### config.mk
export PLATFORM = sky130hd
export DESIGN_NAME = point_plot_color_drift
export DESIGN_NICKNAME = d
export VERILOG_FILES = /design/src/rtl/core/ppcd_pkg.sv /design/src/rtl/core/ppcd_color_walk.sv /design/src/rtl/core/ppcd_point_blend.sv /design/src/rtl/core/point_plot_color_drift.sv
export SDC_FILE = /design/constraint.sdc
export NUM_CORES = 1
export LEC_CHECK = 0
export BUFFER_PORTS_ARGS = -buffer_cell sky130_fd_sc_hd__buf_2
export CAP_MARGIN = 20
export CELL_PAD_IN_SITES_DETAIL_PLACEMENT = 1
export CELL_PAD_IN_SITES_GLOBAL_PLACEMENT = 1
export CORE_UTILIZATION = 40
export CTS_BUF_LIST = sky130_fd_sc_hd__clkbuf_16
export CTS_CLUSTER_SIZE = 30
export DETAILED_ROUTE_END_ITERATION = 6
export GPL_ROUTABILITY_DRIVEN = 0
export PLACE_DENSITY_LB_ADDON = 0.1
export SLEW_MARGIN = 20
export SYNTH_ARGS = -nofsm -noshare
export SYNTH_HDL_FRONTEND = slang
export SYNTH_SLANG_ARGS = --single-unit
### constraint.sdc
create_clock -name clk -period 19 [get_ports clk]
set_clock_uncertainty 0.2 [all_clocks]
set_input_delay 2.85 -clock clk [delete_from_list [all_inputs] [get_ports clk]]
set_output_delay 2.85 -clock clk [all_outputs]
set_load 0.005 [all_outputs]
### src/rtl/core/ppcd_pkg.sv
// ----------------------------------------------------------------------------
// ppcd_pkg
// Types, constants and helper functions of the point plotter.
// ----------------------------------------------------------------------------
package ppcd_pkg;

  // Geometry and field widths
  localparam int COORD_BITS_DEF = 12;
  localparam int DIM_W          = 13;
  localparam int STRIDE_W       = 8;
  localparam int ADDR_W         = 24;
  localparam int PIX_W          = 32;
  localparam int CFG_W          = 13;
  localparam int PHASE_W        = 7;
  localparam int VEL_W          = 4;
  localparam int HOLD_W         = 9;
  localparam int CH_W           = 11;

  // Reset values
  localparam logic [DIM_W-1:0]    WIDTH_RST   = 13'd640;
  localparam logic [DIM_W-1:0]    HEIGHT_RST  = 13'd480;
  localparam logic [STRIDE_W-1:0] STRIDE_RST  = 8'd1;
  localparam logic [PIX_W-1:0]    COLOR_RST   = 32'hc0c0c0c0;
  localparam logic signed [VEL_W-1:0] VEL_B_RST = 4'sd2;
  localparam logic signed [VEL_W-1:0] VEL_G_RST = 4'sd4;
  localparam logic signed [VEL_W-1:0] VEL_R_RST = 4'sd3;
  localparam logic signed [VEL_W-1:0] VEL_A_RST = 4'sd2;
  localparam logic signed [HOLD_W-1:0] HOLD_SET = 9'sd250;
  localparam logic [PHASE_W-1:0]  PHASE_LAST  = 7'd79;

  // Configuration register indexes
  typedef enum logic [1:0] {
    REG_FRAME_WIDTH  = 2'd0,
    REG_FRAME_HEIGHT = 2'd1,
    REG_POINT_STRIDE = 2'd2
  } cfg_reg_t;

  // Item kinds
  typedef enum logic [1:0] {
    OP_POINT       = 2'd0,
    OP_FRAME_START = 2'd1,
    OP_FRAME_END   = 2'd2
  } op_t;

  // Palette modes
  typedef enum logic [1:0] {
    MODE_SEA  = 2'd0,
    MODE_FIRE = 2'd1,
    MODE_MIX  = 2'd2
  } mode_t;

  // Random fields that steer one color walk
  typedef struct packed {
    logic [1:0] rnd_blue;
    logic [1:0] rnd_green;
    logic [1:0] rnd_red;
    logic [1:0] rnd_alpha;
    logic       change_hit;
    logic [1:0] mode_pick;
  } walk_rnd_t;

  // Brightness shift: ramps 0..3 over phases 0..39 and back down
  function automatic logic [1:0] phase_shift(input logic [PHASE_W-1:0] phase);
    logic [1:0] sh;
    if (phase < 7'd10)      sh = 2'd0;
    else if (phase < 7'd20) sh = 2'd1;
    else if (phase < 7'd30) sh = 2'd2;
    else if (phase < 7'd50) sh = 2'd3;
    else if (phase < 7'd60) sh = 2'd2;
    else if (phase < 7'd70) sh = 2'd1;
    else                    sh = 2'd0;
    return sh;
  endfunction

endpackage

### src/rtl/core/ppcd_color_walk.sv
// ----------------------------------------------------------------------------
// ppcd_color_walk
// Draw color state and its bounded random walk at each frame end.
// ----------------------------------------------------------------------------
module ppcd_color_walk (
  input  logic                clk,
  input  logic                rst_n,
  input  logic                step,
  input  ppcd_pkg::walk_rnd_t rnd,
  output logic [31:0]         color
);
  import ppcd_pkg::*;

  logic [PIX_W-1:0]         color_r, color_nxt;
  logic signed [VEL_W-1:0]  vb_r, vg_r, vr_r, va_r;
  logic signed [VEL_W-1:0]  vb_nxt, vg_nxt, vr_nxt, va_nxt;
  mode_t                    mode_r, mode_nxt;
  logic signed [HOLD_W-1:0] hold_r, hold_nxt;

  logic signed [CH_W-1:0]  b, g, r, a;
  logic signed [VEL_W-1:0] pb, pg, pr, pa;
  logic                    chg;

  // Work out the next color, velocities, mode and hold-off
  always_comb begin
    b  = signed'({3'b000, color_r[7:0]});
    g  = signed'({3'b000, color_r[15:8]});
    r  = signed'({3'b000, color_r[23:16]});
    a  = signed'({3'b000, color_r[31:24]});
    vb_nxt = vb_r;
    vg_nxt = vg_r;
    vr_nxt = vr_r;
    va_nxt = va_r;
    mode_nxt = mode_r;
    chg = 1'b0;
    pb = signed'({2'b00, rnd.rnd_blue}) + 4'sd1;
    pg = signed'({2'b00, rnd.rnd_green}) + 4'sd2;
    pr = signed'({2'b00, rnd.rnd_red}) + 4'sd1;
    pa = signed'({2'b00, rnd.rnd_alpha}) + 4'sd1;

    hold_nxt = hold_r;
    if (hold_r > -9'sd1) hold_nxt = hold_r - 9'sd1;

    case (mode_r)
      MODE_SEA: begin
        b = b + {{7{vb_nxt[3]}}, vb_nxt};
        if (b > 11'sd255) begin b = 11'sd255; vb_nxt = -pb; end
        if (b < 11'sd32)  begin b = 11'sd32;  vb_nxt = pb;  end
        g = g + {{7{vg_nxt[3]}}, vg_nxt};
        if (g > 11'sd200) begin g = 11'sd200; vg_nxt = -pg;    end
        if (g > b)        begin g = b;        vg_nxt = vb_nxt; end
        if (g < 11'sd32)  begin g = 11'sd32;  vg_nxt = pg;     end
        r = r + {{7{vr_nxt[3]}}, vr_nxt};
        if (r > 11'sd64) begin r = 11'sd64; vr_nxt = -pr; end
        if (r < 11'sd0)  begin r = 11'sd0;  vr_nxt = pr;  end
        a = a + {{7{va_nxt[3]}}, va_nxt};
        if (a > 11'sd0) begin a = 11'sd0; va_nxt = -pa; end
        if (a < 11'sd0) begin a = 11'sd0; va_nxt = pa;  end
        chg = (g > 11'sd32) && (r < g + 11'sd40) && (g < r + 11'sd20) && (b < 11'sd64);
        if (chg && rnd.change_hit && hold_nxt < 9'sd0) begin
          mode_nxt = (rnd.mode_pick != 2'd0) ? MODE_FIRE : MODE_MIX;
          hold_nxt = HOLD_SET;
        end
      end
      MODE_MIX: begin
        b = b + {{7{vb_nxt[3]}}, vb_nxt};
        if (b > 11'sd128) begin b = 11'sd128; vb_nxt = -pb; end
        if (b < 11'sd16)  begin b = 11'sd16;  vb_nxt = pb;  end
        g = g + {{7{vg_nxt[3]}}, vg_nxt};
        if (g > 11'sd200) begin g = 11'sd200; vg_nxt = -pg;    end
        if (g > a)        begin g = a;        vg_nxt = va_nxt; end
        if (g < 11'sd32)  begin g = 11'sd32;  vg_nxt = pg;     end
        r = r + {{7{vr_nxt[3]}}, vr_nxt};
        if (r > 11'sd128) begin r = 11'sd128; vr_nxt = -pr; end
        if (r < 11'sd0)   begin r = 11'sd0;   vr_nxt = pr;  end
        a = a + {{7{va_nxt[3]}}, va_nxt};
        if (a > 11'sd255) begin a = 11'sd255; va_nxt = -pa; end
        if (a < 11'sd0)   begin a = 11'sd0;   va_nxt = pa;  end
        chg = (g > 11'sd32) && (r < g + 11'sd40) && (g < r + 11'sd20) && (b < 11'sd64);
        if (chg && rnd.change_hit && hold_nxt < 9'sd0) begin
          mode_nxt = (rnd.mode_pick != 2'd0) ? MODE_FIRE : MODE_SEA;
          hold_nxt = HOLD_SET;
        end
      end
      MODE_FIRE: begin
        b = b + {{7{vb_nxt[3]}}, vb_nxt};
        if (b > 11'sd64) begin b = 11'sd64; vb_nxt = -pb; end
        if (b < 11'sd0)  begin b = 11'sd0;  vb_nxt = pb;  end
        g = g + {{7{vg_nxt[3]}}, vg_nxt};
        if (g > 11'sd200) begin g = 11'sd200; vg_nxt = -pg; end
        if (g > r + 11'sd20) begin
          g = r + 11'sd20;
          vg_nxt = -pg;
          vr_nxt = pr;
          vb_nxt = pb;
        end
        if (g < 11'sd0) begin g = 11'sd0; vg_nxt = pg; end
        r = r + {{7{vr_nxt[3]}}, vr_nxt};
        if (r > 11'sd255)     begin r = 11'sd255;     vr_nxt = -pr; end
        if (r > g + 11'sd40)  begin r = g + 11'sd40;  vr_nxt = -pr; end
        if (r < 11'sd0)       begin r = 11'sd0;       vr_nxt = pr;  end
        a = a + {{7{va_nxt[3]}}, va_nxt};
        if (a > 11'sd0) begin a = 11'sd0; va_nxt = -pa; end
        if (a < 11'sd0) begin a = 11'sd0; va_nxt = pa;  end
        chg = (r < 11'sd64) && (g > 11'sd32) && (g < b) && (b > 11'sd32);
        if (chg && rnd.change_hit && hold_nxt < 9'sd0) begin
          mode_nxt = (rnd.mode_pick != 2'd0) ? MODE_SEA : MODE_MIX;
          hold_nxt = HOLD_SET;
        end
      end
      default: begin
        // unknown mode: colors and velocities hold
      end
    endcase

    color_nxt = {a[7:0], r[7:0], g[7:0], b[7:0]};
  end

  // Update the walk state on a frame end
  always_ff @(posedge clk) begin
    if (!rst_n) begin
      color_r <= COLOR_RST;
      vb_r    <= VEL_B_RST;
      vg_r    <= VEL_G_RST;
      vr_r    <= VEL_R_RST;
      va_r    <= VEL_A_RST;
      mode_r  <= MODE_MIX;
      hold_r  <= '0;
    end else if (step) begin
      color_r <= color_nxt;
      vb_r    <= vb_nxt;
      vg_r    <= vg_nxt;
      vr_r    <= vr_nxt;
      va_r    <= va_nxt;
      mode_r  <= mode_nxt;
      hold_r  <= hold_nxt;
    end
  end

  assign color = color_r;

endmodule

### src/rtl/core/ppcd_point_blend.sv
// ----------------------------------------------------------------------------
// ppcd_point_blend
// Frame phase, point stride selection, clipping, addressing and blending.
// ----------------------------------------------------------------------------
module ppcd_point_blend #(
  parameter int COORD_BITS = ppcd_pkg::COORD_BITS_DEF
) (
  input  logic                          clk,
  input  logic                          rst_n,
  input  logic                          point_step,
  input  logic                          frame_start,
  input  logic [COORD_BITS-1:0]         point_x,
  input  logic [COORD_BITS-1:0]         point_y,
  input  logic [ppcd_pkg::PIX_W-1:0]    back_pixel,
  input  logic [ppcd_pkg::PIX_W-1:0]    color,
  input  logic [ppcd_pkg::DIM_W-1:0]    frame_width,
  input  logic [ppcd_pkg::DIM_W-1:0]    frame_height,
  input  logic [ppcd_pkg::STRIDE_W-1:0] point_stride,
  output logic                          keep,
  output logic [ppcd_pkg::ADDR_W-1:0]   pixel_address,
  output logic [ppcd_pkg::PIX_W-1:0]    pixel_value
);
  import ppcd_pkg::*;

  localparam int PROD_W = COORD_BITS + DIM_W;

  logic [PHASE_W-1:0]  phase_r, phase_nxt;
  logic [STRIDE_W-1:0] cnt_r, cnt_nxt;
  logic [STRIDE_W-1:0] stride_eff;
  logic [STRIDE_W:0]   cnt_inc;
  logic [1:0]          shift;
  logic                in_frame;
  logic [PROD_W-1:0]   prod;
  logic [PROD_W:0]     sum;

  // Advance the frame phase, wrapping after the last phase
  assign phase_nxt = (phase_r >= PHASE_LAST) ? 7'd1 : phase_r + 7'd1;

  // Stride count: zero stride acts as one
  assign stride_eff = (point_stride == '0) ? 8'd1 : point_stride;
  assign cnt_inc    = {1'b0, cnt_r} + 9'd1;
  assign cnt_nxt    = (cnt_inc >= {1'b0, stride_eff}) ? '0 : cnt_inc[STRIDE_W-1:0];

  always_ff @(posedge clk) begin
    if (!rst_n) begin
      phase_r <= '0;
      cnt_r   <= '0;
    end else if (frame_start) begin
      phase_r <= phase_nxt;
      cnt_r   <= '0;
    end else if (point_step) begin
      cnt_r   <= cnt_nxt;
    end
  end

  // Clip against the frame and pick the stride-th point
  assign in_frame = (PROD_W'(point_x) < PROD_W'(frame_width)) &&
                    (PROD_W'(point_y) < PROD_W'(frame_height));
  assign keep     = (cnt_r == '0) && in_frame;

  // Pixel address: row times frame width plus column
  assign prod          = PROD_W'(point_y) * PROD_W'(frame_width);
  assign sum           = {1'b0, prod} + (PROD_W + 1)'(point_x);
  assign pixel_address = ADDR_W'(sum);

  // Blend each byte with saturation
  assign shift = phase_shift(phase_r);

  always_comb begin
    logic [8:0] s;
    pixel_value = '0;
    for (int i = 0; i < 4; i++) begin
      s = {1'b0, color[8*i +: 8] >> shift} + {1'b0, back_pixel[8*i +: 8]};
      pixel_value[8*i +: 8] = s[8] ? 8'hff : s[7:0];
    end
  end

endmodule

### src/rtl/core/point_plot_color_drift.sv
// ----------------------------------------------------------------------------
// point_plot_color_drift
// Plots stride-selected points with a drifting, phase-dimmed color.
// ----------------------------------------------------------------------------
//  channel   | direction | payload
//  in_*      | slave     | tuser: opcode; tdata: point, background, randoms
//  out_*     | master    | tdata: pixel_address, pixel_value
//  cfg_*     | write     | frame_width, frame_height, point_stride
//
//  One item per cycle while the result side takes them; a kept point moves
//  from the input register through the y*width multiply and blend, as logic
//  in front of the result register, with the draw color from the color walk.
//  Reset (rst_n low, synchronous) restores the draw color, velocities,
//  palette mode, frame phase, stride count and registers.
//  A stalled result holds in the output register; the input register
//  still takes an item while it is empty or its own item can move on.
// ----------------------------------------------------------------------------
module point_plot_color_drift #(
  parameter int COORD_BITS = ppcd_pkg::COORD_BITS_DEF,
  localparam int IN_DATA_W = ((2 * COORD_BITS + 43 + 7) / 8) * 8
) (
  input  logic                        clk,
  input  logic                        rst_n,
  // input stream
  input  logic                        in_tvalid,
  output logic                        in_tready,
  // point_x, point_y, back_pixel, rnd_blue, rnd_green, rnd_red, rnd_alpha,
  // change_hit, mode_pick, zero fill
  input  logic [IN_DATA_W-1:0]        in_tdata,
  // opcode
  input  logic [1:0]                  in_tuser,
  // result stream
  output logic                        out_tvalid,
  input  logic                        out_tready,
  // pixel_address, pixel_value
  output logic [55:0]                 out_tdata,
  // configuration
  input  logic                        cfg_we,
  input  logic [1:0]                  cfg_index,
  input  logic [ppcd_pkg::CFG_W-1:0]  cfg_wdata
);
  import ppcd_pkg::*;

  localparam int X_LO = 0;
  localparam int Y_LO = COORD_BITS;
  localparam int B_LO = 2 * COORD_BITS;
  localparam int R_LO = B_LO + PIX_W;

  logic [DIM_W-1:0]    width_r, height_r;
  logic [STRIDE_W-1:0] stride_r;

  logic                s1_v_r;
  op_t                 s1_op_r;
  logic [COORD_BITS-1:0] s1_x_r, s1_y_r;
  logic [PIX_W-1:0]    s1_back_r;
  walk_rnd_t           s1_rnd_r;

  logic                out_v_r, out_v_nxt;
  logic [ADDR_W-1:0]   out_addr_r;
  logic [PIX_W-1:0]    out_pix_r;

  logic                advance;
  logic                keep;
  logic [ADDR_W-1:0]   addr;
  logic [PIX_W-1:0]    pix;
  logic [PIX_W-1:0]    color;

  // Configuration writes
  always_ff @(posedge clk) begin
    if (!rst_n) begin
      width_r  <= WIDTH_RST;
      height_r <= HEIGHT_RST;
      stride_r <= STRIDE_RST;
    end else if (cfg_we) begin
      case (cfg_reg_t'(cfg_index))
        REG_FRAME_WIDTH:  width_r  <= cfg_wdata;
        REG_FRAME_HEIGHT: height_r <= cfg_wdata;
        REG_POINT_STRIDE: stride_r <= cfg_wdata[STRIDE_W-1:0];
        default: ;
      endcase
    end
  end

  // Stage handshake
  assign advance   = s1_v_r && (!out_v_r || out_tready);
  assign in_tready = !s1_v_r || advance;

  // Input register
  always_ff @(posedge clk) begin
    if (!rst_n) begin
      s1_v_r <= 1'b0;
    end else if (in_tready) begin
      s1_v_r <= in_tvalid;
    end
  end

  always_ff @(posedge clk) begin
    if (in_tready && in_tvalid) begin
      s1_op_r   <= op_t'(in_tuser);
      s1_x_r    <= in_tdata[X_LO +: COORD_BITS];
      s1_y_r    <= in_tdata[Y_LO +: COORD_BITS];
      s1_back_r <= in_tdata[B_LO +: PIX_W];
      s1_rnd_r  <= '{rnd_blue:   in_tdata[R_LO +: 2],
                     rnd_green:  in_tdata[R_LO + 2 +: 2],
                     rnd_red:    in_tdata[R_LO + 4 +: 2],
                     rnd_alpha:  in_tdata[R_LO + 6 +: 2],
                     change_hit: in_tdata[R_LO + 8],
                     mode_pick:  in_tdata[R_LO + 9 +: 2]};
    end
  end

  // Color walk on frame end
  ppcd_color_walk u_walk (
    .clk   (clk),
    .rst_n (rst_n),
    .step  (advance && (s1_op_r == OP_FRAME_END)),
    .rnd   (s1_rnd_r),
    .color (color)
  );

  // Point selection and blending
  ppcd_point_blend #(
    .COORD_BITS (COORD_BITS)
  ) u_blend (
    .clk           (clk),
    .rst_n         (rst_n),
    .point_step    (advance && (s1_op_r == OP_POINT)),
    .frame_start   (advance && (s1_op_r == OP_FRAME_START)),
    .point_x       (s1_x_r),
    .point_y       (s1_y_r),
    .back_pixel    (s1_back_r),
    .color         (color),
    .frame_width   (width_r),
    .frame_height  (height_r),
    .point_stride  (stride_r),
    .keep          (keep),
    .pixel_address (addr),
    .pixel_value   (pix)
  );

  // Result register
  assign out_v_nxt = (out_v_r && !out_tready) ||
                     (advance && (s1_op_r == OP_POINT) && keep);

  always_ff @(posedge clk) begin
    if (!rst_n) begin
      out_v_r <= 1'b0;
    end else begin
      out_v_r <= out_v_nxt;
    end
  end

  always_ff @(posedge clk) begin
    if (advance && (s1_op_r == OP_POINT) && keep) begin
      out_addr_r <= addr;
      out_pix_r  <= pix;
    end
  end

  assign out_tvalid = out_v_r;
  assign out_tdata  = {out_pix_r, out_addr_r};

endmodule

Word-level counts from Yosys, hierarchy flattened

Cells that the tools add are included.

Flip-flop bits (word level): 235
Logic and storage cells: 278

Add/sub/neg operators: 27
$mul: 1
Magnitude comparators: 49
Equality and inequality tests: 14
Shift-type cells: 4
Mux-type cells: 107
Bitwise operators: 1
Reduce and logical (&&, ||, !) cells: 46

Operators by type and width:

| operator                                                                       | number |
|---|---|
| 11-bit two-way mux                                                             | 47 |
| 4-bit two-way mux                                                              | 28 |
| 8-bit case mux with 3 select lines                                             | 4 |
| 11-bit by 1-bit less-than comparator with 1-bit output (second input constant) | 8 |
| 11-bit by 9-bit > comparator with 1-bit output (second input constant)         | 6 |
| 11-bit less-than comparator                                                    | 5 |
| 9-bit by 4-bit adder with 10-bit output                                        | 5 |
| 4-bit case mux with 3 select lines                                             | 4 |
| 11-bit by 7-bit > comparator with 1-bit output (second input constant)         | 4 |
| 8-bit two-way mux                                                              | 5 |
| 8-bit by 8-bit adder with 9-bit output                                         | 4 |
| 9-bit two-way mux                                                              | 4 |
| 11-bit by 7-bit adder with 11-bit output (second input constant)               | 3 |
| 11-bit > comparator                                                            | 3 |
| 11-bit by 7-bit less-than comparator with 1-bit output (second input constant) | 3 |
| 11-bit by 8-bit less-than comparator with 1-bit output (second input constant) | 3 |
| 8-bit by 2-bit right shift with 8-bit output                                   | 4 |
| 9-bit case mux with 3 select lines                                             | 1 |
| 12-bit by 13-bit less-than comparator with 1-bit output                        | 2 |
| 24-bit by 12-bit adder with 24-bit output                                      | 1 |
| 1-bit logical AND                                                              | 24 |
| 12-bit by 13-bit multiplier with 24-bit output                                 | 1 |
| 11-bit by 6-bit adder with 11-bit output (second input constant)               | 2 |
| 11-bit by 8-bit > comparator with 1-bit output (second input constant)         | 2 |
| other kinds (39)                                                               | 76 |

Logic depth before layout (Yosys ltp)

Word-level depth: 25
Gate-level depth with buffers: 51
Mapped depth without buffers: 50

Cells and area by module

From an unflattened synthesis, not the netlist that was laid out.

Cell total of the unflattened synthesis: 2,718
Area, all modules: 23,927.9 um^2

By module, submodules not included:

| module                 | instances | cells an instance | area an instance (um^2) | seq. area each (um^2) |
|---|---|---|---|---|
| ppcd_color_walk        | 1         | 1,343             | 9,668.0                 | 1,181.1 |
| ppcd_point_blend       | 1         | 1,100             | 9,023.7                 | 300.3 |
| point_plot_color_drift | 1         | 275               | 5,236.3                 | 4,474.3 |

Least setup slack after synthesis

Ideal clock, no wire load.

Path type: flip-flop to flip-flop
From: register u_walk.vg_r[3]
To: register u_walk.hold_r[0]
Library setup time: 0.115 ns
Data arrival time: 10.622 ns
Data required time: 18.685 ns
Slack: 8.063 ns
Stages on the path, launching flop included: 47
Period minus slack after synthesis: 10.937 ns
Cells stage by stage: dfxtp_1 -> ha_1 -> o21ai_2 -> or3_4 -> a21o_1 -> a21oi_1 -> mux2i_1 -> o21bai_1 -> ha_1 -> clkbuf_1 -> nor4_1 -> nor3_2 -> inv_2 -> ha_1 -> nand4_1 -> nor2_1 -> nor4_1 -> a311oi_4 -> [11 not listed] -> or3_1 -> nand2b_1 -> ha_1 -> o41a_1 -> or2_2 -> ha_1 -> a21oi_1 -> a21oi_1 -> o21a_1 -> o21a_1 -> o21ai_0 -> a21boi_1 -> a311oi_1 -> or4b_1 -> or3_1 -> a211oi_2 -> nand2b_1 -> nor2_1

Cells in the longest elaborated chain, start to end: 25
Elaborated cells on any way between the ends: 67
Those cells by class: add/sub: 5; order compare: 19; mux: 28; reduce/logical: 15

Ends and longest elaborated chain:

| item                                                                                                                     | line                                                                | text |
|---|---|---|
| from (decl)                                                                                                              | ppcd_color_walk.sv:15                                               | `logic signed [VEL_W-1:0] vb_r, vg_r, vr_r, va_r;` |
| from (signal assigned)                                                                                                   | ppcd_color_walk.sv:132                                              | `vg_r <= vg_nxt;` |
| 9-bit by 4-bit adder with 10-bit output *                                                                                | ppcd_color_walk.sv:49, ppcd_color_walk.sv:69, ppcd_color_walk.sv:89 |  |
| 11-bit by 9-bit > comparator with 1-bit output                                                                           | ppcd_color_walk.sv:50, ppcd_color_walk.sv:70, ppcd_color_walk.sv:90 |  |
| 11-bit two-way mux *                                                                                                     | ppcd_color_walk.sv:50, ppcd_color_walk.sv:70, ppcd_color_walk.sv:90 |  |
| 11-bit two-way mux                                                                                                       | ppcd_color_walk.sv:44                                               | `case (mode_r)` |
| 11-bit > comparator                                                                                                      | ppcd_color_walk.sv:91                                               | `if (g > r + 11'sd20) begin` |
| 11-bit two-way mux / 4-bit two-way mux (equally long branches)                                                           | ppcd_color_walk.sv:91                                               |  |
| 11-bit two-way mux / 4-bit two-way mux (equally long branches)                                                           | ppcd_color_walk.sv:44                                               |  |
| 11-bit by 1-bit less-than comparator with 1-bit output / 9-bit by 4-bit adder with 10-bit output (equally long branches) | ppcd_color_walk.sv:97, ppcd_color_walk.sv:98                        |  |
| [6 not listed]                                                                                                           | n/a                                                                 |  |
| 11-bit by 1-bit less-than comparator with 1-bit output                                                                   | ppcd_color_walk.sv:101                                              | `if (r < 11'sd0) begin r = 11'sd0; vr_nxt = pr; end` |
| 11-bit two-way mux                                                                                                       | ppcd_color_walk.sv:101                                              |  |
| 11-bit two-way mux                                                                                                       | ppcd_color_walk.sv:44                                               |  |
| 11-bit by 8-bit less-than comparator with 1-bit output                                                                   | ppcd_color_walk.sv:105                                              | `chg = (r < 11'sd64) && (g > 11'sd32) && (g < b) && (b > 11'sd32);` |
| 1-bit logical AND (3 in series)                                                                                          | ppcd_color_walk.sv:105                                              |  |
| 1-bit logical AND (2 in series)                                                                                          | ppcd_color_walk.sv:106                                              | `if (chg && rnd.change_hit && hold_nxt < 9'sd0) begin` |
| 9-bit two-way mux                                                                                                        | ppcd_color_walk.sv:106                                              |  |
| 9-bit case mux with 3 select lines *                                                                                     | ppcd_color_walk.sv:44                                               |  |
| to (signal assigned)                                                                                                     | ppcd_color_walk.sv:136                                              | `hold_r <= hold_nxt;` |
| to (decl)                                                                                                                | ppcd_color_walk.sv:18                                               | `logic signed [HOLD_W-1:0] hold_r, hold_nxt;` |

Every way passes the cells marked *; elsewhere a longest branch is shown, timed or not. The select of a mux whose other input is x is not followed.
A chain may end at the register's enable or synchronous reset.

Worst setup path in the final report

From: register u_walk.vg_r[3]
To: register u_walk.mode_r[1]

Cells in the longest elaborated chain, start to end: 25
Elaborated cells on any way between the ends: 67
Those cells by class: add/sub: 5; order compare: 19; eq/ne: 3; mux: 24; reduce/logical: 16

Ends and longest elaborated chain:

| item                                                                                                                     | line                                                                | text |
|---|---|---|
| 9-bit by 4-bit adder with 10-bit output *                                                                                | ppcd_color_walk.sv:49, ppcd_color_walk.sv:69, ppcd_color_walk.sv:89 |  |
| 11-bit by 9-bit > comparator with 1-bit output                                                                           | ppcd_color_walk.sv:50, ppcd_color_walk.sv:70, ppcd_color_walk.sv:90 |  |
| 11-bit two-way mux *                                                                                                     | ppcd_color_walk.sv:50, ppcd_color_walk.sv:70, ppcd_color_walk.sv:90 |  |
| 11-bit two-way mux                                                                                                       | ppcd_color_walk.sv:44                                               |  |
| 11-bit > comparator                                                                                                      | ppcd_color_walk.sv:91                                               |  |
| 11-bit two-way mux / 4-bit two-way mux (equally long branches)                                                           | ppcd_color_walk.sv:91                                               |  |
| 11-bit two-way mux / 4-bit two-way mux (equally long branches)                                                           | ppcd_color_walk.sv:44                                               |  |
| 11-bit by 1-bit less-than comparator with 1-bit output / 9-bit by 4-bit adder with 10-bit output (equally long branches) | ppcd_color_walk.sv:97, ppcd_color_walk.sv:98                        |  |
| [6 not listed]                                                                                                           | n/a                                                                 |  |
| 11-bit by 1-bit less-than comparator with 1-bit output                                                                   | ppcd_color_walk.sv:101                                              |  |
| 11-bit two-way mux                                                                                                       | ppcd_color_walk.sv:101                                              |  |
| 11-bit two-way mux                                                                                                       | ppcd_color_walk.sv:44                                               |  |
| 11-bit by 8-bit less-than comparator with 1-bit output                                                                   | ppcd_color_walk.sv:105                                              |  |
| 1-bit logical AND (3 in series)                                                                                          | ppcd_color_walk.sv:105                                              |  |
| 1-bit logical AND (2 in series)                                                                                          | ppcd_color_walk.sv:106                                              |  |
| 2-bit by 1-bit inequality test with 1-bit output (no line)                                                               | n/a                                                                 |  |
| 5-bit AND reduction (no line) *                                                                                          | n/a                                                                 |  |
| to (signal assigned)                                                                                                     | ppcd_color_walk.sv:135                                              | `mode_r <= mode_nxt;` |
| to (decl)                                                                                                                | ppcd_color_walk.sv:17                                               | `mode_t mode_r, mode_nxt;` |

Marks and branches as above.

==> metrics.txt <==
status=completed; most frequent cells in the layout=307 x nand2_1, 276 x ha_1, 267 x inv_1; initial antenna violation count=1; min-delay worst type=flop to flop; period utilization=73.7%; first-pass GRT wire length=122000 um; Die Y=246 um; Worst setup SP type=flop; Flop pwr share=28.7%; Finish-stage setup viols=0; DRT Wirelength=77500 um; TritonCTS buffer count=30; Worst Hold Depth=2; worst-margin pin slew=1060 ps; Area growth syn-to-layout=11.0%; Post-synth EDFFs=125; fin. max-slew vios=0; CP dominant cell by count=ha_1; 1st-pass router iterations=4; CP endpoint kind=flop; largest net degree at the start of global routing=58; FF-to-FF path depth=47; mean area per synthesized cell=8.61 um2; All-Layer GR Usage=25.7%; slowest CP cell=dfxtp_1; Starting Density=40.8%; Endpoint, Worst Hold=height_r[3]$_SDFFE_PN0P_; Num Clock Sinks=235; vias in the first global route=21.8k; Logic pwr share=41.3%; final hold violation count=0; leakage=11.8 nW; Die Wd=246 um; Clock Power Share=29.9%; Via density=5.64; CTS tree=yes; most common cell after layout, fill and taps aside=nand2_1; Period minus WS final=14010 ps; net load switching power=805 uW; maxcap violations=0; internal power=1.30 mW; initial drt markers=1088; synthesized area=23700 um2; DR WL/cell=21.3 um; warnings from Yosys=0; grt ovf=0; Clock Latency Late Sink=580 ps; number of port buffers=146; CTS Hold Bufs=0; I/O pins=152; Critical Path AT=14320 ps; hold_sp=height_r[3]$_SDFFE_PN0P_; DRC viols=0; hpwl dp=59900 um; ANT nets after route=0; clock root cell=clkbuf_16; RSZ-0062 raised after global routing=no; Reg clk slew, reported paths=60 ps; Max Freq=0.0714 GHz; Crit Path Class=flop to flop; setup TNS=0 ps; Critical R2R Launch=u_walk.vg_r[3]$_SDFFE_PN0P_; Async SR Flop Fraction=0%; cts repair resizes=0; Mapped Cells=2758; PD cells=79.7 nW/um2; # Post-CTS Setup Buffers=0; Main synth FF type=edfxtp_1; max incr delay on CP=740 ps; synth unique cells=107; r2r setup slk=4990 ps; VDD IR max=0.0674 mV; Max Root-Sink Buffers=3; # rows=88; final-stage net count=3353; Worst Path Max Fanout=16; Worst EP required=19300 ps; layout cell share with drive strength beyond 1=10.5%; H-tree depth=1; Worst slew margin=29.0%; Critical R2R Capture=u_walk.mode_r[1]$_SDFFE_PN1P_; Yosys reg bits=235; register area share after synthesis=25.1%; die area=60300 um2; Pwr Total=2.10 mW; total core area=58100 um2; vias=20.6k; sw frac=38.3%
[per-stage QoR]
step | utilization (%) | area, um2 | std cells | hold slack (ps) | worst slack, ps
floorplan | - | 23800 | 2766 | 236 | 8060
global placement | 43.4 | 25300 | 3587 | 242 | 5590
detailed placement | 43.4 | 25300 | 3587 | 248 | 5150
CTS | 45.3 | 26300 | 3643 | 256 | 5070
global route | 45.3 | 26300 | 3644 | 280 | 4120
finish | 45.3 | 26300 | 3644 | 256 | 4990
[worst max path at each step]
stage                                      startpoint                             to  slack [ps]  cells past startpoint
after global placement    u_walk.vg_r[3]$_SDFFE_PN0P_  u_walk.hold_r[2]$_SDFFE_PN0P_        5590                     47
final                     u_walk.vg_r[3]$_SDFFE_PN0P_  u_walk.mode_r[1]$_SDFFE_PN1P_        4990                     47
after detailed placement  u_walk.vg_r[3]$_SDFFE_PN0P_  u_walk.hold_r[2]$_SDFFE_PN0P_        5150                     47
after CTS                 u_walk.vg_r[3]$_SDFFE_PN0P_  u_walk.hold_r[2]$_SDFFE_PN0P_        5070                     47
after floorplan           u_walk.vg_r[3]$_SDFFE_PN0P_  u_walk.hold_r[0]$_SDFFE_PN0P_        8060                     46
after global routing      u_walk.vg_r[3]$_SDFFE_PN0P_  u_walk.hold_r[0]$_SDFFE_PN0P_        4120                     47
[critical path: cells and delay by family (launching register included)]
family	cells	cell delay, ps
adder cells (fa/ha/maj)	7	2710
AO/OA/AOI/OAI	21	6100
buffers and inverters	3	510
multiplexers	1	140
flip-flops	1	740
AND/OR/NAND/NOR	15	3520
[metal layers]
metal / global-route usage (%) / vias to the layer above / share of wire [%]
met5: 0 / - / 0
met4: 6.12 / 0 / 1.9
met3: 2.59 / 86 / 4.0
met2: 41.6 / 377 / 45
met1: 36.7 / 10275 / 49
li1: - / 9812 / -
[logic make-up (layout without fill, tap and decap cells)]
family,count (synthesis),in the layout,synth area share [%]
compound gates,628,628,17.6
xor+xnor,119,119,4.42
fa+ha+maj,405,405,25.4
buf+inv,391,503,6.26
flops,235,235,25.1
mux,64,64,2.85
other cells,2,11,0.0316
simple gates,914,914,18.4
[synth_stat cells (all sizes together), types with 31 or more instances]
library cell | instances | area share, %
o211ai | 36 | 1.1
nand3 | 55 | 1.2
o21ai | 125 | 2.7
edfxtp | 125 | 16
ha | 276 | 15
xor2 | 41 | 1.5
mux2i | 49 | 2.1
dfxtp | 110 | 9.3
a21o | 41 | 1.3
fa | 129 | 11
nor2 | 239 | 3.8
nand2 | 308 | 4.9
a21oi | 193 | 4.1
clkbuf | 109 | 1.7
xnor2 | 78 | 2.9
nor3 | 56 | 1.3
inv | 268 | 4.2
and2 | 73 | 1.9
nand2b | 31 | 0.82
[power by group through the flow]
stage / combinational, mW / sequential (mW) / clock [mW]
floorplan: 0.627 / 0.594 / 0
global placement: 0.824 / 0.614 / 0
detailed placement: 0.856 / 0.614 / 0
CTS: 0.864 / 0.603 / 0.645
global route: 0.976 / 0.606 / 0.663
finish: 0.868 / 0.604 / 0.629
[cell type report]
| type | count | area [um2] |
|---|---|---|
| timing repair buffer | 175 | 948 |
| inverter | 272 | 1020 |
| multi-input combinational | 2140 | 16400 |
| sequential | 235 | 5960 |
| tap | 765 | 957 |
| clock buffer | 33 | 826 |
| clock inverter | 23 | 267 |
| fill | 6896 | 31800 |
| antenna | 1 | 2.50 |
[registers in the layout, summed over array words and instances, names as in the netlist]
name and flops:
s1_x_r 12, out_pix_r 32, u_blend.phase_r 7, s1_v_r 1, u_walk.vg_r 4, out_addr_r 24, s1_op_r 2, s1_y_r 12
stride_r 8, height_r 13, u_walk.color 32, s1_back_r 32, u_walk.va_r 4, u_walk.mode_r 2, u_walk.vr_r 4, width_r 13
u_walk.vb_r 4, out_tvalid 1, s1_rnd_r 11, u_walk.hold_r 9, u_blend.cnt_r 8
(Power assumes the default switching activity.)
